--- config.mk ---
export PLATFORM = sky130hd
export DESIGN_NAME = arena_allocator_with_compaction_core
export DESIGN_NICKNAME = d
export VERILOG_FILES = /design/src/rtl/core/aawc_pkg.sv /design/src/rtl/core/aawc_ctrl.sv /design/src/rtl/core/aawc_dp.sv /design/src/rtl/core/arena_allocator_with_compaction_core.sv
export SDC_FILE = /design/constraint.sdc
export NUM_CORES = 2
export LEC_CHECK = 0
export BUFFER_PORTS_ARGS = -buffer_cell sky130_fd_sc_hd__buf_4
export CELL_PAD_IN_SITES_DETAIL_PLACEMENT = 1
export CELL_PAD_IN_SITES_GLOBAL_PLACEMENT = 2
export CORE_MARGIN = 2
export CORE_UTILIZATION = 40
export CTS_BUF_LIST = sky130_fd_sc_hd__clkbuf_2 sky130_fd_sc_hd__clkbuf_4 sky130_fd_sc_hd__clkbuf_8
export CTS_CLUSTER_SIZE = 25
export DETAILED_ROUTE_END_ITERATION = 6
export GPL_TIMING_DRIVEN = 0
export HOLD_SLACK_MARGIN = 0.05
export PLACE_DENSITY_LB_ADDON = 0.1
export SLEW_MARGIN = 20
export SYNTH_ARGS = -nofsm -noshare
export SYNTH_HDL_FRONTEND = slang
export SYNTH_SLANG_ARGS = --single-unit
export TNS_END_PERCENT = 30
--- constraint.sdc ---
create_clock -name i_clk -period 23.1 [get_ports i_clk]
set_input_delay 1.155 -clock i_clk [delete_from_list [all_inputs] [get_ports i_clk]]
set_output_delay 1.155 -clock i_clk [all_outputs]
set_load 0.005 [all_outputs]
--- src/rtl/core/aawc_pkg.sv ---
// aawc_pkg: shared types, constants and codes for the arena allocator core
// no dependencies
package aawc_pkg;

    localparam int MAX_BUFFERS = 16;
    localparam int OFFSET_BITS = 16;
    localparam int IDX_BITS = $clog2(MAX_BUFFERS);
    localparam int CNT_BITS = $clog2(MAX_BUFFERS + 1);
    localparam int VAL_BITS = 17;
    localparam int WIDE_BITS = 19;
    localparam logic [VAL_BITS-1:0] ARENA_LIMIT = VAL_BITS'(1 << OFFSET_BITS);

    localparam logic [1:0] KIND_ALLOC = 2'd0;
    localparam logic [1:0] KIND_FREE = 2'd1;
    localparam logic [1:0] KIND_STATIC = 2'd2;

    localparam logic [1:0] ST_OK = 2'd0;
    localparam logic [1:0] ST_FULL = 2'd1;
    localparam logic [1:0] ST_OOM = 2'd2;
    localparam logic [1:0] ST_NOTFOUND = 2'd3;

    localparam logic RK_DONE = 1'b0;
    localparam logic RK_MOVE = 1'b1;

    typedef struct packed {
        logic [1:0] kind;
        logic [15:0] buffer_id;
        logic [16:0] request_bytes;
        logic [2:0] align_log2;
    } t_in_item;

    typedef struct packed {
        logic result_kind;
        logic [1:0] status;
        logic [16:0] offset;
        logic [16:0] move_source;
        logic [16:0] move_bytes;
        logic last;
    } t_out_item;

    typedef enum logic [3:0] {
        S_IDLE,
        S_DISPATCH,
        S_CMP_READ,
        S_CMP_STEP,
        S_ALLOC,
        S_SEARCH_READ,
        S_SEARCH_STEP,
        S_SHIFT_READ,
        S_SHIFT_STEP,
        S_STATIC,
        S_EMIT
    } t_state;

    // controller to datapath
    typedef struct packed {
        logic init;
        logic latch_in;
        logic clr_idx;
        logic inc_idx;
        logic rd_idx;
        logic rd_next;
        logic cmp_start;
        logic cmp_step;
        logic cmp_done;
        logic do_alloc;
        logic do_free;
        logic shift_write;
        logic do_static;
        logic out_load;
        logic out_clear;
    } t_cmd;

    // datapath to controller
    typedef struct packed {
        logic [1:0] kind;
        logic pending;
        logic idx_end;
        logic shift_end;
        logic id_match;
        logic move_needed;
        logic out_valid;
    } t_stat;

endpackage

--- src/rtl/core/aawc_ctrl.sv ---
// aawc_ctrl: sequencer for allocate, free, static and compaction walks
// depends on aawc_pkg
module aawc_ctrl (
    input  logic i_clk,
    input  logic i_rst_n,
    input  logic i_in_valid,
    input  logic i_cfg_valid,
    input  aawc_pkg::t_stat i_stat,
    output logic o_in_ready,
    output logic o_cfg_ready,
    output aawc_pkg::t_cmd o_cmd
);

    aawc_pkg::t_state r_state, n_state;

    always_ff @(posedge i_clk) begin
        if (!i_rst_n) begin
            r_state <= aawc_pkg::S_IDLE;
        end else begin
            r_state <= n_state;
        end
    end

    always_comb begin
        n_state = r_state;
        case (r_state)
            aawc_pkg::S_IDLE: begin
                if (i_in_valid) n_state = aawc_pkg::S_DISPATCH;
            end
            aawc_pkg::S_DISPATCH: begin
                case (i_stat.kind)
                    aawc_pkg::KIND_ALLOC:
                        n_state = i_stat.pending ? aawc_pkg::S_CMP_READ : aawc_pkg::S_ALLOC;
                    aawc_pkg::KIND_FREE: n_state = aawc_pkg::S_SEARCH_READ;
                    aawc_pkg::KIND_STATIC: n_state = aawc_pkg::S_STATIC;
                    default: n_state = aawc_pkg::S_IDLE;
                endcase
            end
            aawc_pkg::S_CMP_READ: begin
                n_state = i_stat.idx_end ? aawc_pkg::S_ALLOC : aawc_pkg::S_CMP_STEP;
            end
            aawc_pkg::S_CMP_STEP: begin
                if (!(i_stat.move_needed && i_stat.out_valid)) n_state = aawc_pkg::S_CMP_READ;
            end
            aawc_pkg::S_ALLOC: begin
                if (!i_stat.out_valid) n_state = aawc_pkg::S_EMIT;
            end
            aawc_pkg::S_SEARCH_READ: begin
                n_state = i_stat.idx_end ? aawc_pkg::S_EMIT : aawc_pkg::S_SEARCH_STEP;
            end
            aawc_pkg::S_SEARCH_STEP: begin
                n_state = i_stat.id_match ? aawc_pkg::S_SHIFT_READ : aawc_pkg::S_SEARCH_READ;
            end
            aawc_pkg::S_SHIFT_READ: begin
                n_state = i_stat.shift_end ? aawc_pkg::S_EMIT : aawc_pkg::S_SHIFT_STEP;
            end
            aawc_pkg::S_SHIFT_STEP: n_state = aawc_pkg::S_SHIFT_READ;
            aawc_pkg::S_STATIC: n_state = aawc_pkg::S_EMIT;
            aawc_pkg::S_EMIT: begin
                if (!i_stat.out_valid) n_state = aawc_pkg::S_IDLE;
            end
            default: n_state = aawc_pkg::S_IDLE;
        endcase
    end

    always_comb begin
        o_cmd = '0;
        o_in_ready = 1'b0;
        o_cfg_ready = 1'b0;
        case (r_state)
            aawc_pkg::S_IDLE: begin
                o_in_ready = 1'b1;
                o_cfg_ready = !i_in_valid;
                o_cmd.init = i_cfg_valid && !i_in_valid;
                o_cmd.latch_in = i_in_valid;
                o_cmd.clr_idx = 1'b1;
            end
            aawc_pkg::S_DISPATCH: begin
                o_cmd.rd_idx = 1'b1;
                o_cmd.cmp_start = (i_stat.kind == aawc_pkg::KIND_ALLOC) && i_stat.pending;
            end
            aawc_pkg::S_CMP_READ: begin
                o_cmd.cmp_done = i_stat.idx_end;
            end
            aawc_pkg::S_CMP_STEP: begin
                if (!(i_stat.move_needed && i_stat.out_valid)) begin
                    o_cmd.cmp_step = 1'b1;
                    o_cmd.out_load = i_stat.move_needed;
                    o_cmd.inc_idx = 1'b1;
                    o_cmd.rd_next = 1'b1;
                end
            end
            aawc_pkg::S_ALLOC: o_cmd.do_alloc = !i_stat.out_valid;
            aawc_pkg::S_SEARCH_READ: begin
                o_cmd.out_clear = i_stat.idx_end;
            end
            aawc_pkg::S_SEARCH_STEP: begin
                if (i_stat.id_match) begin
                    o_cmd.do_free = 1'b1;
                    o_cmd.rd_next = 1'b1;
                end else begin
                    o_cmd.inc_idx = 1'b1;
                    o_cmd.rd_next = 1'b1;
                end
            end
            aawc_pkg::S_SHIFT_READ: o_cmd.rd_next = 1'b1;
            aawc_pkg::S_SHIFT_STEP: begin
                o_cmd.shift_write = 1'b1;
                o_cmd.inc_idx = 1'b1;
                o_cmd.rd_next = 1'b1;
            end
            aawc_pkg::S_STATIC: o_cmd.do_static = 1'b1;
            aawc_pkg::S_EMIT: ;
            default: ;
        endcase
    end

endmodule

--- src/rtl/core/aawc_dp.sv ---
// aawc_dp: entry table memory, offset registers, alignment math, result register
// depends on aawc_pkg
module aawc_dp (
    input  logic i_clk,
    input  logic i_rst_n,
    input  aawc_pkg::t_in_item i_in,
    input  logic [16:0] i_cfg_data,
    input  logic i_out_ready,
    input  aawc_pkg::t_cmd i_cmd,
    output aawc_pkg::t_stat o_stat,
    output logic o_out_valid,
    output aawc_pkg::t_out_item o_out
);

    localparam int IB = aawc_pkg::IDX_BITS;
    localparam int CB = aawc_pkg::CNT_BITS;
    localparam int VB = aawc_pkg::VAL_BITS;
    localparam int WB = aawc_pkg::WIDE_BITS;

    typedef struct packed {
        logic [15:0] id;
        logic [VB-1:0] offset;
        logic [VB-1:0] length;
        logic [2:0] align;
    } t_entry;

    t_entry r_mem [aawc_pkg::MAX_BUFFERS];
    t_entry r_rd;
    t_entry n_wr;
    logic n_we;
    logic [IB-1:0] n_waddr;
    logic [IB-1:0] n_raddr;

    aawc_pkg::t_in_item r_in;
    logic [CB-1:0] r_count;
    logic [VB-1:0] r_front;
    logic [VB-1:0] r_back;
    logic r_pending;
    logic [CB-1:0] r_idx;
    logic [VB-1:0] r_cfront;
    logic r_out_valid;
    aawc_pkg::t_out_item r_out;

    logic [WB-1:0] w_mask_in;
    logic [WB-1:0] w_mask_rd;
    logic [WB-1:0] w_start;
    logic [WB-1:0] w_dst;
    logic [WB-1:0] w_sdiff;
    logic [WB-1:0] w_sstart;
    logic [CB-1:0] w_idx_next;
    logic w_hit;
    logic w_oom;
    logic w_soom;
    logic w_move_free;

    assign w_mask_in = WB'((1 << r_in.align_log2) - 1);
    assign w_mask_rd = WB'((1 << r_rd.align) - 1);
    assign w_start = (WB'(r_front) + w_mask_in) & ~w_mask_in;
    assign w_dst = (WB'(r_cfront) + w_mask_rd) & ~w_mask_rd;
    assign w_oom = (w_start + WB'(r_in.request_bytes)) > WB'(r_back);
    assign w_sdiff = WB'(r_back) - WB'(r_in.request_bytes);
    assign w_sstart = w_sdiff & ~w_mask_in;
    assign w_soom = (r_in.request_bytes > r_back) || (w_sstart < WB'(r_front));
    assign w_idx_next = r_idx + CB'(1);
    assign w_hit = (r_rd.id == r_in.buffer_id);
    assign w_move_free = !r_out_valid || i_out_ready;

    assign o_stat.kind = r_in.kind;
    assign o_stat.pending = r_pending;
    assign o_stat.idx_end = (r_idx >= r_count);
    assign o_stat.shift_end = (r_idx >= r_count);
    assign o_stat.id_match = w_hit;
    assign o_stat.move_needed = (w_dst[VB-1:0] != r_rd.offset);
    assign o_stat.out_valid = r_out_valid && !i_out_ready;

    assign o_out_valid = r_out_valid;
    assign o_out = r_out;

    always_comb begin
        n_raddr = r_idx[IB-1:0];
        if (i_cmd.rd_next) n_raddr = w_idx_next[IB-1:0];
        if (i_cmd.clr_idx) n_raddr = '0;
        n_we = 1'b0;
        n_waddr = r_idx[IB-1:0];
        n_wr = r_rd;
        if (i_cmd.cmp_step) begin
            n_we = 1'b1;
            n_wr.offset = w_dst[VB-1:0];
        end
        if (i_cmd.do_alloc && !(r_count >= CB'(aawc_pkg::MAX_BUFFERS)) && !w_oom) begin
            n_we = 1'b1;
            n_waddr = r_count[IB-1:0];
            n_wr.id = r_in.buffer_id;
            n_wr.offset = w_start[VB-1:0];
            n_wr.length = r_in.request_bytes;
            n_wr.align = r_in.align_log2;
        end
        if (i_cmd.shift_write) begin
            n_we = 1'b1;
        end
    end

    // the shift writes entry idx with the contents read from idx+1
    always_ff @(posedge i_clk) begin
        if (n_we) r_mem[n_waddr] <= n_wr;
        r_rd <= r_mem[n_raddr];
    end

    always_ff @(posedge i_clk) begin
        if (i_cmd.latch_in) r_in <= i_in;
    end

    always_ff @(posedge i_clk) begin
        if (!i_rst_n) begin
            r_count <= '0;
            r_front <= '0;
            r_back <= aawc_pkg::ARENA_LIMIT;
            r_pending <= 1'b0;
            r_idx <= '0;
            r_cfront <= '0;
            r_out_valid <= 1'b0;
        end else begin
            if (r_out_valid && i_out_ready) r_out_valid <= 1'b0;
            if (i_cmd.init) begin
                r_back <= (i_cfg_data > aawc_pkg::ARENA_LIMIT) ? aawc_pkg::ARENA_LIMIT
                                                                : i_cfg_data;
                r_count <= '0;
                r_front <= '0;
                r_pending <= 1'b0;
            end
            if (i_cmd.clr_idx) r_idx <= '0;
            if (i_cmd.inc_idx) r_idx <= w_idx_next;
            if (i_cmd.cmp_start) r_cfront <= '0;
            if (i_cmd.cmp_step) r_cfront <= VB'(w_dst + WB'(r_rd.length));
            if (i_cmd.cmp_done) begin
                r_front <= r_cfront;
                r_pending <= 1'b0;
            end
            if (i_cmd.out_load && w_move_free) begin
                r_out_valid <= 1'b1;
                r_out.result_kind <= aawc_pkg::RK_MOVE;
                r_out.status <= aawc_pkg::ST_OK;
                r_out.offset <= w_dst[VB-1:0];
                r_out.move_source <= r_rd.offset;
                r_out.move_bytes <= r_rd.length;
                r_out.last <= 1'b0;
            end
            if (i_cmd.do_alloc || i_cmd.do_static || i_cmd.do_free || i_cmd.out_clear) begin
                r_out_valid <= 1'b1;
                r_out.result_kind <= aawc_pkg::RK_DONE;
                r_out.status <= aawc_pkg::ST_OK;
                r_out.offset <= '0;
                r_out.move_source <= '0;
                r_out.move_bytes <= '0;
                r_out.last <= 1'b1;
            end
            if (i_cmd.out_clear) r_out.status <= aawc_pkg::ST_NOTFOUND;
            if (i_cmd.do_free) begin
                r_out.offset <= r_rd.offset;
                r_count <= r_count - CB'(1);
                r_pending <= 1'b1;
            end
            if (i_cmd.do_alloc) begin
                if (r_count >= CB'(aawc_pkg::MAX_BUFFERS)) begin
                    r_out.status <= aawc_pkg::ST_FULL;
                end else if (w_oom) begin
                    r_out.status <= aawc_pkg::ST_OOM;
                end else begin
                    r_out.offset <= w_start[VB-1:0];
                    r_count <= r_count + CB'(1);
                    r_front <= VB'(w_start + WB'(r_in.request_bytes));
                end
            end
            if (i_cmd.do_static) begin
                if (w_soom) begin
                    r_out.status <= aawc_pkg::ST_OOM;
                end else begin
                    r_out.offset <= w_sstart[VB-1:0];
                    r_back <= w_sstart[VB-1:0];
                end
            end
        end
    end

endmodule

--- src/rtl/core/arena_allocator_with_compaction_core.sv ---
// static or compaction-free allocation: dispatch, then the state that registers the result
// compaction steps through each live entry first; free searches, then shifts later entries down
// one item at a time: a new item is accepted only in idle, after the last result is taken
// all results leave through one output register; output stalls hold the walk
// synchronous active-low reset: empty table, arena 65536 bytes
// depends on aawc_pkg, aawc_ctrl, aawc_dp
module arena_allocator_with_compaction_core (
    input  logic i_clk,
    input  logic i_rst_n,
    input  logic i_in_valid,
    output logic o_in_ready,
    input  aawc_pkg::t_in_item i_in_item,
    output logic o_out_valid,
    input  logic i_out_ready,
    output aawc_pkg::t_out_item o_out_item,
    input  logic i_cfg_valid,
    output logic o_cfg_ready,
    input  logic [16:0] i_cfg_data
);

    aawc_pkg::t_cmd w_cmd;
    aawc_pkg::t_stat w_stat;

    aawc_ctrl u_ctrl (
        .i_clk(i_clk),
        .i_rst_n(i_rst_n),
        .i_in_valid(i_in_valid),
        .i_cfg_valid(i_cfg_valid),
        .i_stat(w_stat),
        .o_in_ready(o_in_ready),
        .o_cfg_ready(o_cfg_ready),
        .o_cmd(w_cmd)
    );

    aawc_dp u_dp (
        .i_clk(i_clk),
        .i_rst_n(i_rst_n),
        .i_in(i_in_item),
        .i_cfg_data(i_cfg_data),
        .i_out_ready(i_out_ready),
        .i_cmd(w_cmd),
        .o_stat(w_stat),
        .o_out_valid(o_out_valid),
        .o_out(o_out_item)
    );

endmodule
==> impl_metrics.py <==
metrics = {
    "finish": {
        "nNetsFinal": 4419,
        "fill_cells": 12600,
        "area_growth_pct": 17.6,
        "drive_gt1_frac": 0.189,
        "final_common_cell": "edfxtp_1",
        "fin_util": 0.474,
        "final_cells": 6016,
        "postLayoutCellArea_mm2": 0.0579,
        "final_cell_mix": "edfxtp_1 (941), o211ai_1 (377), inv_1 (326)",
    },
    "timing": {
        "slew_headroom": 0.160,
        "hold_viol": 0,
        "whs_ns": 0.397,
        "clock.fmax_mhz": 85.8,
        "setup_viol": 0,
        "rsz0062_at_grt": "no",
        "finalCritPeriodShare": 0.505,
        "worst_pin_slew_ns": 1.26,
        "final.setup_skew_ns": 0.0677,
        "finalSetupTns_ns": 0,
        "period_minus_slack_ns": 11.66,
        "setup_ws_ns": 11.44,
        "slew_violations": 0,
    },
    "clock_network": {
        "htreeDepth": 4,
        "cts_max_path_buffers": 3,
        "cts_resized": 0,
        "clkSlewWorstSetupHoldPaths_ns": 0.06,
        "worstSkewPairLatency_ns": 0.93,
        "numCtsBuffers": 191,
        "cts_tree": "yes",
        "cts_hold_buf": 0,
        "post-cts-setup-buffers": 0,
        "clock_sink_count": 1061,
        "cts-root-buf": "clkbuf_8",
    },
    "power_and_ir_drop": {
        "combPwrFrac": 0.412,
        "p_per_area_mw_per_mm2": 138,
        "total_power_mw": 7.97,
        "p_int_mw": 4.70,
        "sw_frac_of_total": 0.410,
        "peakVddDrop_v": 0.0000692,
        "clockPowerShare": 0.230,
        "p_leak_nw": 20.8,
        "seqPwrFrac": 0.359,
        "p_sw_mw": 3.27,
    },
    "drt": {
        "drtIter0Drc": 2542,
        "vias": 34200,
        "drcViolationCount": 0,
        "routed_wl_mm": 173,
        "wl_per_cell_um": 28.7,
        "drt_first_pass_iters": 5,
        "final_antenna_net_count": 0,
        "viasPerCell": 5.69,
    },
    "die": {
        "die_area_mm2": 0.126,
        "fp.dieW_um": 355,
        "die_h_um": 355,
        "rows": 128,
        "core_mm2": 0.122,
        "start_util": 0.403,
        "io_pins": 118,
    },
    "synthesis": {
        "synth_cell_types": 82,
        "ys_seq_area_frac": 0.623,
        "synth_cells": 3829,
        "synth_warnings": 0,
        "synth_edf_count": 941,
        "avgSynthCellArea_um2": 12.9,
        "synthFlopType": "edfxtp_1",
        "async_reset_ff_frac": 0,
        "yosys.area.top_type_share": 0.574,
        "syn_area_mm2": 0.0492,
        "ys_seq_elements": 1061,
        "yosysTopAreaCell": "edfxtp_1",
        "synthTopCellsByArea": "edfxtp_1 (57%), o211ai_1 (5.7%), dfxtp_1 (4.9%)",
    },
    "worst_setup_path": {
        "cp_slowest_cell": "clkbuf_1",
        "crit_type": "reg -> reg",
        "crit_path_start_kind": "flop",
        "worstPathMaxFanout": 16,
        "path_buf_inv": 5,
        "reg2reg_to": "u_dp.r_mem[12][0]",
        "cp.arrival_ns": 12.28,
        "rrSetupSlack_ns": 11.44,
        "crit_family": "simple AND/OR/NAND/NOR gates",
        "cpMostUsedCell": "ha_1",
        "cpPeakStageDelay_ns": 0.99,
        "cp-end-kind": "flop",
        "reg2reg_depth": 30,
        "reg2reg_from": "u_dp.r_in[2]",
        "cp.required_ns": 23.72,
    },
    "grt": {
        "grt_overflow": 0,
        "grt_use_total": 0.273,
        "grt_pass1_vias": 36200,
        "grt_max_degree": 25,
        "grt_antenna_before_repair": 8,
        "grt_pass1_wl_mm": 250,
    },
    "place": {
        "placed_cell_area_mm2": 0.0539,
        "place.gp.congestion": 0.879,
        "place_inst": 5659,
        "pre_cts_slack_ns": 11.69,
        "io_buffers": 117,
        "hpwlAfterDp_mm": 130,
    },
    "run": {
        "cap_violations": 0,
    },
    "min_path": {
        "hp-class": "in -> reg",
        "hold_path_end": "u_dp.r_in[34]",
        "hold_depth": 1,
        "timing.hold.worst.start": "i_in_item[34]",
    },
    "run_status": {
        "outcome": "finished, final reports clean",
    },
}
synth_stat cells (all sizes together) (23+ instances only):
cell	instances
xnor2	59
nor2b	23
nand3	72
o211a	76
a21o	38
o31ai	219
dfxtp	120
a31oi	31
and3	30
inv	326
o211ai	377
nor2	112
buf	50
nor3	29
and2	52
edfxtp	941
ha	127
nand4b	52
nand2	220
a21oi	102
clkbuf	203
xor2	29
o21ai	90
mux2	213
registers in the layout, summed over array words and instances (netlist names), 2 cells and up:
| signal | cells |
|---|---|
| u_dp.o_stat | 2 |
| u_dp.r_count | 5 |
| u_dp.r_mem | 848 |
| u_dp.r_front | 17 |
| u_dp.r_back | 17 |
| u_dp.r_in | 36 |
| u_dp.o_out | 55 |
| u_dp.r_rd | 53 |
| u_dp.r_cfront | 17 |
| u_ctrl.r_state | 4 |
| u_dp.r_idx | 5 |
final cells by class:
cell class	instances	area [um2]	area share
sequential	1061	30700	0.530
multi-input combinational	2203	16800	0.289
clock buffer	285	3440	0.0594
timing repair buffer	191	2230	0.0385
tap	1625	2030	0.0351
inverter	326	1220	0.0211
buffer	253	1010	0.0175
clock inverter	70	522	0.00901
antenna	2	5.00	0.0000865
cell families (layout without fill, tap and decap cells):
kind of cell    count (synthesis)  in the layout  share of synthesized area
compound gates               1068           1068                      0.159
flops                        1061           1061                      0.623
simple gates                  674            674                     0.0700
buf+inv                       579           1125                     0.0453
mux                           221            221                     0.0504
fa+ha+maj                     132            132                     0.0343
xor+xnor                       93             93                     0.0179
other cells                     1             17                  0.0000762
worst reg2reg max path: cells and delay by family (launching register included):
kind / cells / cell delay (ns)
AND/OR/NAND/NOR: 10 / 3.53
buffers and inverters: 5 / 2.41
adder cells (fa/ha/maj): 4 / 1.26
XOR/XNOR: 2 / 0.62
flip-flops: 1 / 0.43
AO/OA/AOI/OAI: 9 / 3.13
worst max path at each step:
stage / startpoint / endpoint / depth (start not counted)
6_report: u_dp.r_in[2] / u_dp.r_mem[12][0] / 30
5_1_grt: u_dp.r_in[2] / u_dp.r_mem[13][0] / 34
4_1_cts: u_dp.r_in[2] / u_dp.r_mem[12][0] / 30
3_5_place_dp: u_dp.r_in[2] / u_dp.r_mem[12][0] / 30
3_3_place_gp: u_dp.r_in[2] / u_dp.r_mem[12][32] / 30
2_1_floorplan: u_dp.r_in[2] / u_dp.r_mem[13][0] / 34
power by group through the flow:
stage / clock (mW) / combinational [mW] / sequential, mW
after floorplan: 0 / 1.85 / 2.79
after global placement: 0 / 3.06 / 2.93
after detailed placement: 0 / 3.27 / 2.90
after CTS: 1.87 / 3.28 / 2.86
after global routing: 1.95 / 3.52 / 2.87
final: 1.83 / 3.28 / 2.86
metal layers:
| metal | vias up | GRT usage | share of wire |
|---|---|---|---|
| li1 | 15500 | - | - |
| met1 | 17500 | 0.337 | 0.41 |
| met2 | 920 | 0.489 | 0.51 |
| met3 | 265 | 0.0391 | 0.045 |
| met4 | 2 | 0.0963 | 0.035 |
| met5 | - | 0 | 0.000064 |
Note: power is estimated with default switching activity, not from simulation.
